==> src/rtl/dss_pkg.sv <==
`default_nettype none
package dss_pkg;

   localparam int DATA_W  = 32;
   localparam int SLEEP_W = 16;
   localparam int PROD_W  = 64;
   localparam int DEN_W   = 33;

   // Register file: one word per register
   localparam int CSR_ADDR_W = 3;
   localparam int CSR_DATA_W = 32;
   localparam logic REG_SLEEP_FRAMES = 1'b0;

   // Serial divider status toward the sequencer
   typedef struct packed {
      logic                     done;
      logic signed [DATA_W-1:0] quotient;
   } div_status_type;

endpackage
`default_nettype wire

==> src/rtl/dss_div.sv <==
`default_nettype none
module dss_div (
   input  wire logic                                    clock,
   input  wire logic                                    reset,
   input  wire logic                                    start,
   input  wire logic signed [dss_pkg::PROD_W-1:0]       dividend,
   input  wire logic        [dss_pkg::DEN_W-1:0]        divisor,
   output dss_pkg::div_status_type                      status
);

   localparam int QW    = dss_pkg::DATA_W;
   localparam int CNT_W = $clog2(QW);
   localparam int RW    = dss_pkg::DEN_W;

   logic              busy_ff, busy_in;
   logic              done_ff, done_in;
   logic [CNT_W-1:0]  cnt_ff, cnt_in;
   logic              neg_ff, neg_in;
   logic [RW-1:0]     rem_ff, rem_in;
   logic [QW-1:0]     quo_ff, quo_in;
   logic [RW-1:0]     den_ff, den_in;

   logic [dss_pkg::PROD_W-1:0] mag;
   logic [RW:0]                shifted;
   logic [RW+1:0]              diff;
   logic                       fits;

   // One restoring step per cycle; the high half starts below the divisor
   always_comb begin
      mag     = dividend[dss_pkg::PROD_W-1] ? dss_pkg::PROD_W'(-dividend)
                                            : dss_pkg::PROD_W'(dividend);
      shifted = {rem_ff, quo_ff[QW-1]};
      diff    = {1'b0, shifted} - {2'b00, den_ff};
      fits    = !diff[RW+1];

      busy_in = busy_ff;
      done_in = 1'b0;
      cnt_in  = cnt_ff;
      neg_in  = neg_ff;
      rem_in  = rem_ff;
      quo_in  = quo_ff;
      den_in  = den_ff;

      if (start) begin
         busy_in = 1'b1;
         cnt_in  = '0;
         neg_in  = dividend[dss_pkg::PROD_W-1];
         rem_in  = {1'b0, mag[dss_pkg::PROD_W-1:QW]};
         quo_in  = mag[QW-1:0];
         den_in  = divisor;
      end else if (busy_ff) begin
         rem_in = fits ? diff[RW-1:0] : shifted[RW-1:0];
         quo_in = {quo_ff[QW-2:0], fits};
         cnt_in = CNT_W'(cnt_ff + 1'b1);
         if (cnt_ff == CNT_W'(QW - 1)) begin
            busy_in = 1'b0;
            done_in = 1'b1;
         end
      end
   end

   always_ff @(posedge clock) begin
      if (reset) begin
         busy_ff <= 1'b0;
         done_ff <= 1'b0;
      end else begin
         busy_ff <= busy_in;
         done_ff <= done_in;
      end
   end

   always_ff @(posedge clock) begin
      cnt_ff <= cnt_in;
      neg_ff <= neg_in;
      rem_ff <= rem_in;
      quo_ff <= quo_in;
      den_ff <= den_in;
   end

   // Apply the dividend sign to the magnitude quotient
   assign status.done     = done_ff;
   assign status.quotient = neg_ff ? $signed(QW'(-quo_ff)) : $signed(quo_ff);

endmodule
`default_nettype wire

==> config.mk <==
export PLATFORM = sky130hd
export DESIGN_NAME = dss_div
export DESIGN_NICKNAME = d
export VERILOG_FILES = /design/src/rtl/dss_pkg.sv /design/src/rtl/dss_div.sv
export SDC_FILE = /design/constraint.sdc
export NUM_CORES = 1
export LEC_CHECK = 0
export BUFFER_PORTS_ARGS = -buffer_cell sky130_fd_sc_hd__buf_4
export CORE_UTILIZATION = 45
export CTS_BUF_LIST = sky130_fd_sc_hd__clkbuf_4 sky130_fd_sc_hd__clkbuf_8
export DETAILED_ROUTE_END_ITERATION = 8
export PLACE_DENSITY = 0.76
export SETUP_SLACK_MARGIN = 0.3
export SYNTH_ARGS = -nofsm -noshare
export SYNTH_HDL_FRONTEND = slang
export SYNTH_SLANG_ARGS = --single-unit
==> constraint.sdc <==
create_clock -name clock -period 7.55 [get_ports clock]
set_clock_uncertainty 0.1 [all_clocks]
set_input_delay 1.51 -clock clock [delete_from_list [all_inputs] [get_ports clock]]
set_output_delay 1.51 -clock clock [all_outputs]
set_load 0.005 [all_outputs]
==> summary.txt, run 1 <==
Outcome
  • Status: complete, no violations

Hold path
  • Hold crit path type: reg -> reg

Yosys
  • Synth top area share: 0.365
  • Post-synth top area cell: edfxtp_1
  • Cells after synthesis: 881
  • Post-Syn Nets: 1019
  • Most frequent cell after synthesis: edfxtp_1
  • Cell area after synthesis: 8060 um^2
  • Adder-Cell Fraction of Synth Area: 0.0599
  • Mux share of post-synthesis cell area: 0.0121
  • Top post-synthesis cells by count: edfxtp_1 (98), a21oi_1 (93), nor2_1 (71), xor2_1 (70), nand2_1 (64)
  • Avg Inst Size Synth: 9.15 um^2
  • Post-synth EDFFs: 98
  • Compound-Gate Fraction of Synth Area: 0.212
  • Simple-Gate Fraction of Synth Area: 0.157
  • Largest family of logic cells by synthesized area: compound AO/OA/AOI/OAI gates
  • Main synth FF type: edfxtp_1
  • Yosys reg bits: 106
  • Post-synthesis sequential area ratio: 0.385
  • Synth area leaders: edfxtp_1 (36%), xor2_1 (7.6%), a21oi_1 (5.8%)
  • Asr flop ratio synth: 0
  • Synth Warn #: 0
  • Post-Synth XOR/XNOR Area: 0.129
  • Distinct cell type count after synthesis: 65

Final layout
  • Fin nets: 1125
  • Synthesis-to-layout area growth: 16.8%
  • Area occupied by registers: 3100 um^2
  • Multi-input logic area: 4610 um^2
  • Fill cells: 1625
  • Ant diodes: 0
  • Layout cells sized above 1: 0.175

STA
  • Setup ws final: 2.67 ns
  • FMAX: 205 MHz
  • Setup TNS: 0 ns
  • Unrepaired setup endpoints after global routing: no
  • Fin. Hold Viols: 0
  • Max_slew headroom: 0.410
  • Shortest period the worst path allows: 4.88 ns
  • Least-Margin Pin Slew: 0.886 ns
  • Pins over their slew limit: 0
  • Period utilization: 0.647
  • Final-report setup violation count: 0

Global routing
  • First-pass GRT wire length: 32700 um
  • Vias in the first global route: 6781
  • Initial antenna violation count: 0
  • All-layer global routing usage: 0.224
  • Pin count of the biggest net entering global routing: 77
  • Gr ovfl total: 0

Pwr
  • Leakage: 3.77 nW
  • Power consumption: 2.09 mW
  • Peak supply drop: 0.156 mV
  • PwrDens: 222 nW/um^2

Detailed routing
  • Post-DRT Antenna Nets: 0
  • Drt pass-1 iters: 5
  • # DRC: 0
  • First DRT Iteration DRCs: 507
  • Via count: 6980
  • Drt total wl: 20100 um
  • DR WL/cell: 16.6 um
  • DR vias/cell: 5.74

Placement
  • Number of I/O port buffers: 132
  • Pre-CTS WS: 3.03 ns
  • Post-DP HPWL: 15000 um
  • Routability cong.: 0.913

Critical path
  • Type of the worst setup path: reg -> out
  • Critical Path RT: 5.94 ns
  • CP Data Arrival Time: 3.27 ns
  • Worst-path fanout max: 4
  • CP endpoint kind: primary output
  • Startpoint types: flip-flop

Job
  • Max Cap Viol: 0

Clocking
  • CTS clk-pin slew, worst paths: 0.10 ns
  • CTS Sinks: 106
  • Post-CTS Setup Inserts: 0
  • Clock Path Buffers: 2
  • TritonCTS buffer count: 9
  • Hold buffer count at CTS: 0
  • CTS root buf: clkbuf_8
  • CTS tree: built
  • Worst skew pair latency: 0.40 ns
  • # H-tree levels: 3
  • CTS resizes: 0

Floorplanning
  • Die width: 136 um
  • Core Box Area: 17400 um^2
  • Initial core utilization: 0.463
  • Die area: 18500 um^2
  • I/O pin cnt: 133
  • Die height: 136 um
  • Row cnt: 48
## layout make-up
type / count / share of cell area
Inverter: 50 / 0.0199
Timing Repair Buffer: 137 / 0.109
Clock buffer: 10 / 0.0146
Clock inverter: 6 / 0.00704
Tap cell: 225 / 0.0299
Sequential cell: 106 / 0.330
Multi-Input combinational cell: 683 / 0.490
## flip-flops by register name, summed over array words and instances, names as in the netlist
name,count
den_ff,33
rem_ff,33
quo_ff,32
cnt_ff,5
busy_ff,1
done_ff,1
neg_ff,1
## critical path, stage by stage (launching register included)
cell and delay, ns:
edfxtp_1 0.46, nor4_1 0.40, nand2b_1 0.20, or3_1 0.45, or3_1 0.41, or2_2 0.35
o41ai_1 0.32, xnor2_1 0.16, buf_4 0.13
## logic make-up (layout without fill, tap and decap cells)
| logic type | after synthesis | count (layout) |
|---|---|---|
| fa+ha+maj | 38 | 38 |
| xor+xnor | 119 | 119 |
| compound gates | 270 | 270 |
| mux | 9 | 9 |
| flops | 106 | 106 |
| simple gates | 247 | 247 |
| buf+inv | 92 | 203 |
## path summary, 6_finish.rpt
path / start / endpoint / slack [ns] / cells past startpoint
worst max-delay path: quo_ff[5] / status[30] / 2.67 / 8
worst min-delay path: rem_ff[32] / rem_ff[32] / 0.41 / 2
worst max register to register: quo_ff[31] / rem_ff[9] / 3.38 / 13
worst min register to register: rem_ff[32] / rem_ff[32] / 0.41 / 2
## stage by stage
stage / std cells / area (um^2) / util / hold slack, ns
2_1_floorplan: 881 / 8060 / - / 0.367
3_3_place_gp: 1201 / 9210 / 0.529 / 0.382
3_5_place_dp: 1201 / 9210 / 0.529 / 0.398
4_1_cts: 1217 / 9420 / 0.541 / 0.414
5_1_grt: 1217 / 9420 / 0.541 / 0.454
6_report: 1217 / 9420 / 0.541 / 0.408
## routing by layer
metal | track usage | part of all wire | vias to the layer above
met3 | 0.0414 | 0.060 | 25
met2 | 0.384 | 0.49 | 198
met5 | 0 | 0 | -
met4 | 0.0574 | 0.015 | 0
met1 | 0.291 | 0.44 | 3320
li1 | - | - | 3437
## report_power, final
part	internal [mW]	leakage (nW)	total (mW)	switching, mW
clock network	0.162	0.0945	0.377	0.215
registers	0.750	1.03	0.814	0.0647
logic	0.399	2.65	0.902	0.503
total	1.31	3.77	2.09	0.783
## cells in the final DEF, fill, tap and decap left out, types with 3 or more instances in the layout
cell / instances
mux2i_1: 6
o21ai_1: 3
nand3_1: 12
nor4_1: 5
nor3_1: 11
or2_2: 7
o21a_1: 6
o211ai_1: 3
nand2b_1: 12
edfxtp_1: 98
clkbuf_8: 10
inv_1: 50
a21boi_0: 5
or3_4: 3
o31ai_1: 26
or4_1: 11
nand4_1: 4
xnor2_1: 49
buf_4: 137
o211a_1: 3
a21oi_1: 92
clkinvlp_4: 3
o21bai_1: 3
dfxtp_1: 8
nor2b_1: 9
and3_1: 4
ha_1: 37
o41ai_1: 19
a31oi_1: 7
a21o_1: 11
and2_1: 5
xor2_1: 70
nor2_1: 71
o21ai_0: 57
nand2_1: 64
or3_1: 17
a211oi_1: 18
No activity file was read; power rests on OpenSTA's default activity.
==> run 2, diff against run 1 <==
==> constraint.sdc (replaced) <==
create_clock -name clock -period 4.9 [get_ports clock]
set_clock_uncertainty 0.1 [all_clocks]
set_input_delay 0.98 -clock clock [delete_from_list [all_inputs] [get_ports clock]]
set_output_delay 0.98 -clock clock [all_outputs]
set_load 0.005 [all_outputs]
==> run 2 against run 1 <==
  * Clock-buffer cell count did not move
  * Total power rose by 56%
  * Die area did not move
  * Critical path depth rose by 2
  * Wire length barely moved
  * Design area rose by 0.44%
  * Worst hold slack improved by 0.013 ns
  * Highest routed layer unchanged
==> summary.txt, run 2 (synthesized netlist as in run 1, its figures left out) <==
Critical path
  • Worst-path fanout max: 4
  • R2r setup slk: 0.95 ns
  • Startpoint types: flip-flop
  • Worst r2r dst: rem_ff[0]
  • CP endpoint kind: primary output
  • FF-to-FF Start: quo_ff[31]
  • Worst setup path endpoint: status[30]
  • Critical path origin: quo_ff[0]
  • Critical Path RT: 3.82 ns
  • CP Data Arrival Time: 3.23 ns
  • R2R depth: 13
  • Type of the worst setup path: reg -> out

Global routing
  • Gr ovfl total: 0
  • First-pass GRT wire length: 32900 um
  • Initial antenna violation count: 0
  • Vias in the first global route: 6644
  • All-layer global routing usage: 0.226
  • Pin count of the biggest net entering global routing: 76

Clocking
  • Worst skew pair latency: 0.39 ns
  • Post-CTS Setup Inserts: 0
  • CTS tree: built
  • CTS Sinks: 106
  • TritonCTS buffer count: 9
  • Clock Path Buffers: 2
  • CTS root buf: clkbuf_8
  • # H-tree levels: 3
  • CTS clk-pin slew, worst paths: 0.10 ns
  • CTS resizes: 0
  • Hold buffer count at CTS: 0

Placement
  • Area after DPL: 9240 um^2
  • Number of I/O port buffers: 132
  • Post-DP HPWL: 15200 um
  • Routability cong.: 0.905

Floorplanning
  • Die area: 18500 um^2
  • Initial core utilization: 0.463
  • Die width: 136 um
  • I/O pin cnt: 133
  • Row cnt: 48
  • Die height: 136 um
  • Core Box Area: 17400 um^2

STA
  • Setup TNS: 0 ns
  • FMAX: 232 MHz
  • Fin. Hold Viols: 0
  • Period utilization: 0.879
  • Max_slew headroom: 0.443
  • Least-Margin Pin Slew: 0.835 ns
  • Pins over their slew limit: 0
  • Unrepaired setup endpoints after global routing: no
  • Shortest period the worst path allows: 4.31 ns
  • Final-report setup violation count: 0

Final layout
  • Top flop regs: den_ff x33, rem_ff x33, quo_ff x32
  • Fin nets: 1127
  • Post-route cell area: 9460 um^2
  • Synthesis-to-layout area growth: 17.3%
  • Commonest non-fill, non-tap cell in the layout: buf_4
  • Layout cells sized above 1: 0.177
  • Ant diodes: 0
  • Commonest non-fill, non-tap cells in the layout: buf_4 (138), edfxtp_1 (98), a21oi_1 (92)

Pwr
  • Leakage: 3.79 nW
  • Part of the power in combinational logic: 0.431
  • Clock power share: 0.184
  • Sequential share of power: 0.385
  • Sw Share: 0.366
  • Sw Pwr: 1.20 mW
  • PwrDens: 345 nW/um^2
  • Peak supply drop: 0.229 mV
  • P_int: 2.07 mW

Detailed routing
  • # DRC: 0
  • Drt pass-1 iters: 5
  • DR WL/cell: 16.5 um
  • DR vias/cell: 5.77
  • First DRT Iteration DRCs: 549
  • Drt total wl: 20200 um
  • Via count: 7023
  • Post-DRT Antenna Nets: 0

Job
  • Max Cap Viol: 0

Hold path
  • Hold crit path type: reg -> reg

Outcome
  • Status: complete, no violations
## run 2: routing by layer
layer  vias up  GRT usage  wire length, um
met2       232      0.374             9680
met4         0     0.0642              320
met1      3323      0.303             8740
li1       3442          -                -
met3        26     0.0377             1420
met5         -          0                0
## run 2: worst min path at each step
stage / startpoint / end / slack [ns] / cells after the start
final: cnt_ff[4] / cnt_ff[4] / 0.42 / 2
after global routing: cnt_ff[4] / cnt_ff[4] / 0.45 / 2
after CTS: cnt_ff[4] / cnt_ff[4] / 0.42 / 2
after detailed placement: cnt_ff[4] / cnt_ff[4] / 0.39 / 2
after global placement: cnt_ff[4] / cnt_ff[4] / 0.38 / 2
after floorplan: cnt_ff[4] / cnt_ff[4] / 0.37 / 2
## run 2: layout make-up
| type | instances | area, um^2 |
|---|---|---|
| clock buffers | 10 | 131 |
| clock inverters | 5 | 80.1 |
| fillers | 1616 | 7960 |
| inverters | 50 | 188 |
| multi-input cells | 683 | 4620 |
| flip-flops and latches | 106 | 3100 |
| well taps | 225 | 282 |
| repair buffers | 139 | 1060 |
## run 2: power groups by stage
stage / Combinational (mW) / Sequential [mW] / Clock, mW
after global placement: 1.37 / 1.28 / 0
final: 1.41 / 1.26 / 0.600
after floorplan: 0.998 / 1.23 / 0
after CTS: 1.40 / 1.26 / 0.620
after global routing: 1.56 / 1.28 / 0.641
after detailed placement: 1.39 / 1.28 / 0
## run 2: per-stage QoR
step	total power [mW]	util	hold slack, ns	worst slack [ns]	instances
finish	3.27	0.543	0.420	0.591	1218
global route	3.48	0.543	0.452	0.351	1218
CTS	3.28	0.543	0.420	0.518	1218
detailed placement	2.67	0.531	0.395	0.928	1203
global placement	2.65	0.531	0.385	0.974	1203
floorplan	2.23	-	0.367	1.30	881
## run 2: worst max-delay path, cell delays in order (launching register included)
cell	delay [ns]
edfxtp_1	0.45
inv_1	0.09
ha_1	0.16
nand2b_1	0.10
nand2b_1	0.21
or3_1	0.45
or3_1	0.43
or2_2	0.35
o41ai_1	0.31
xnor2_1	0.17
buf_4	0.13
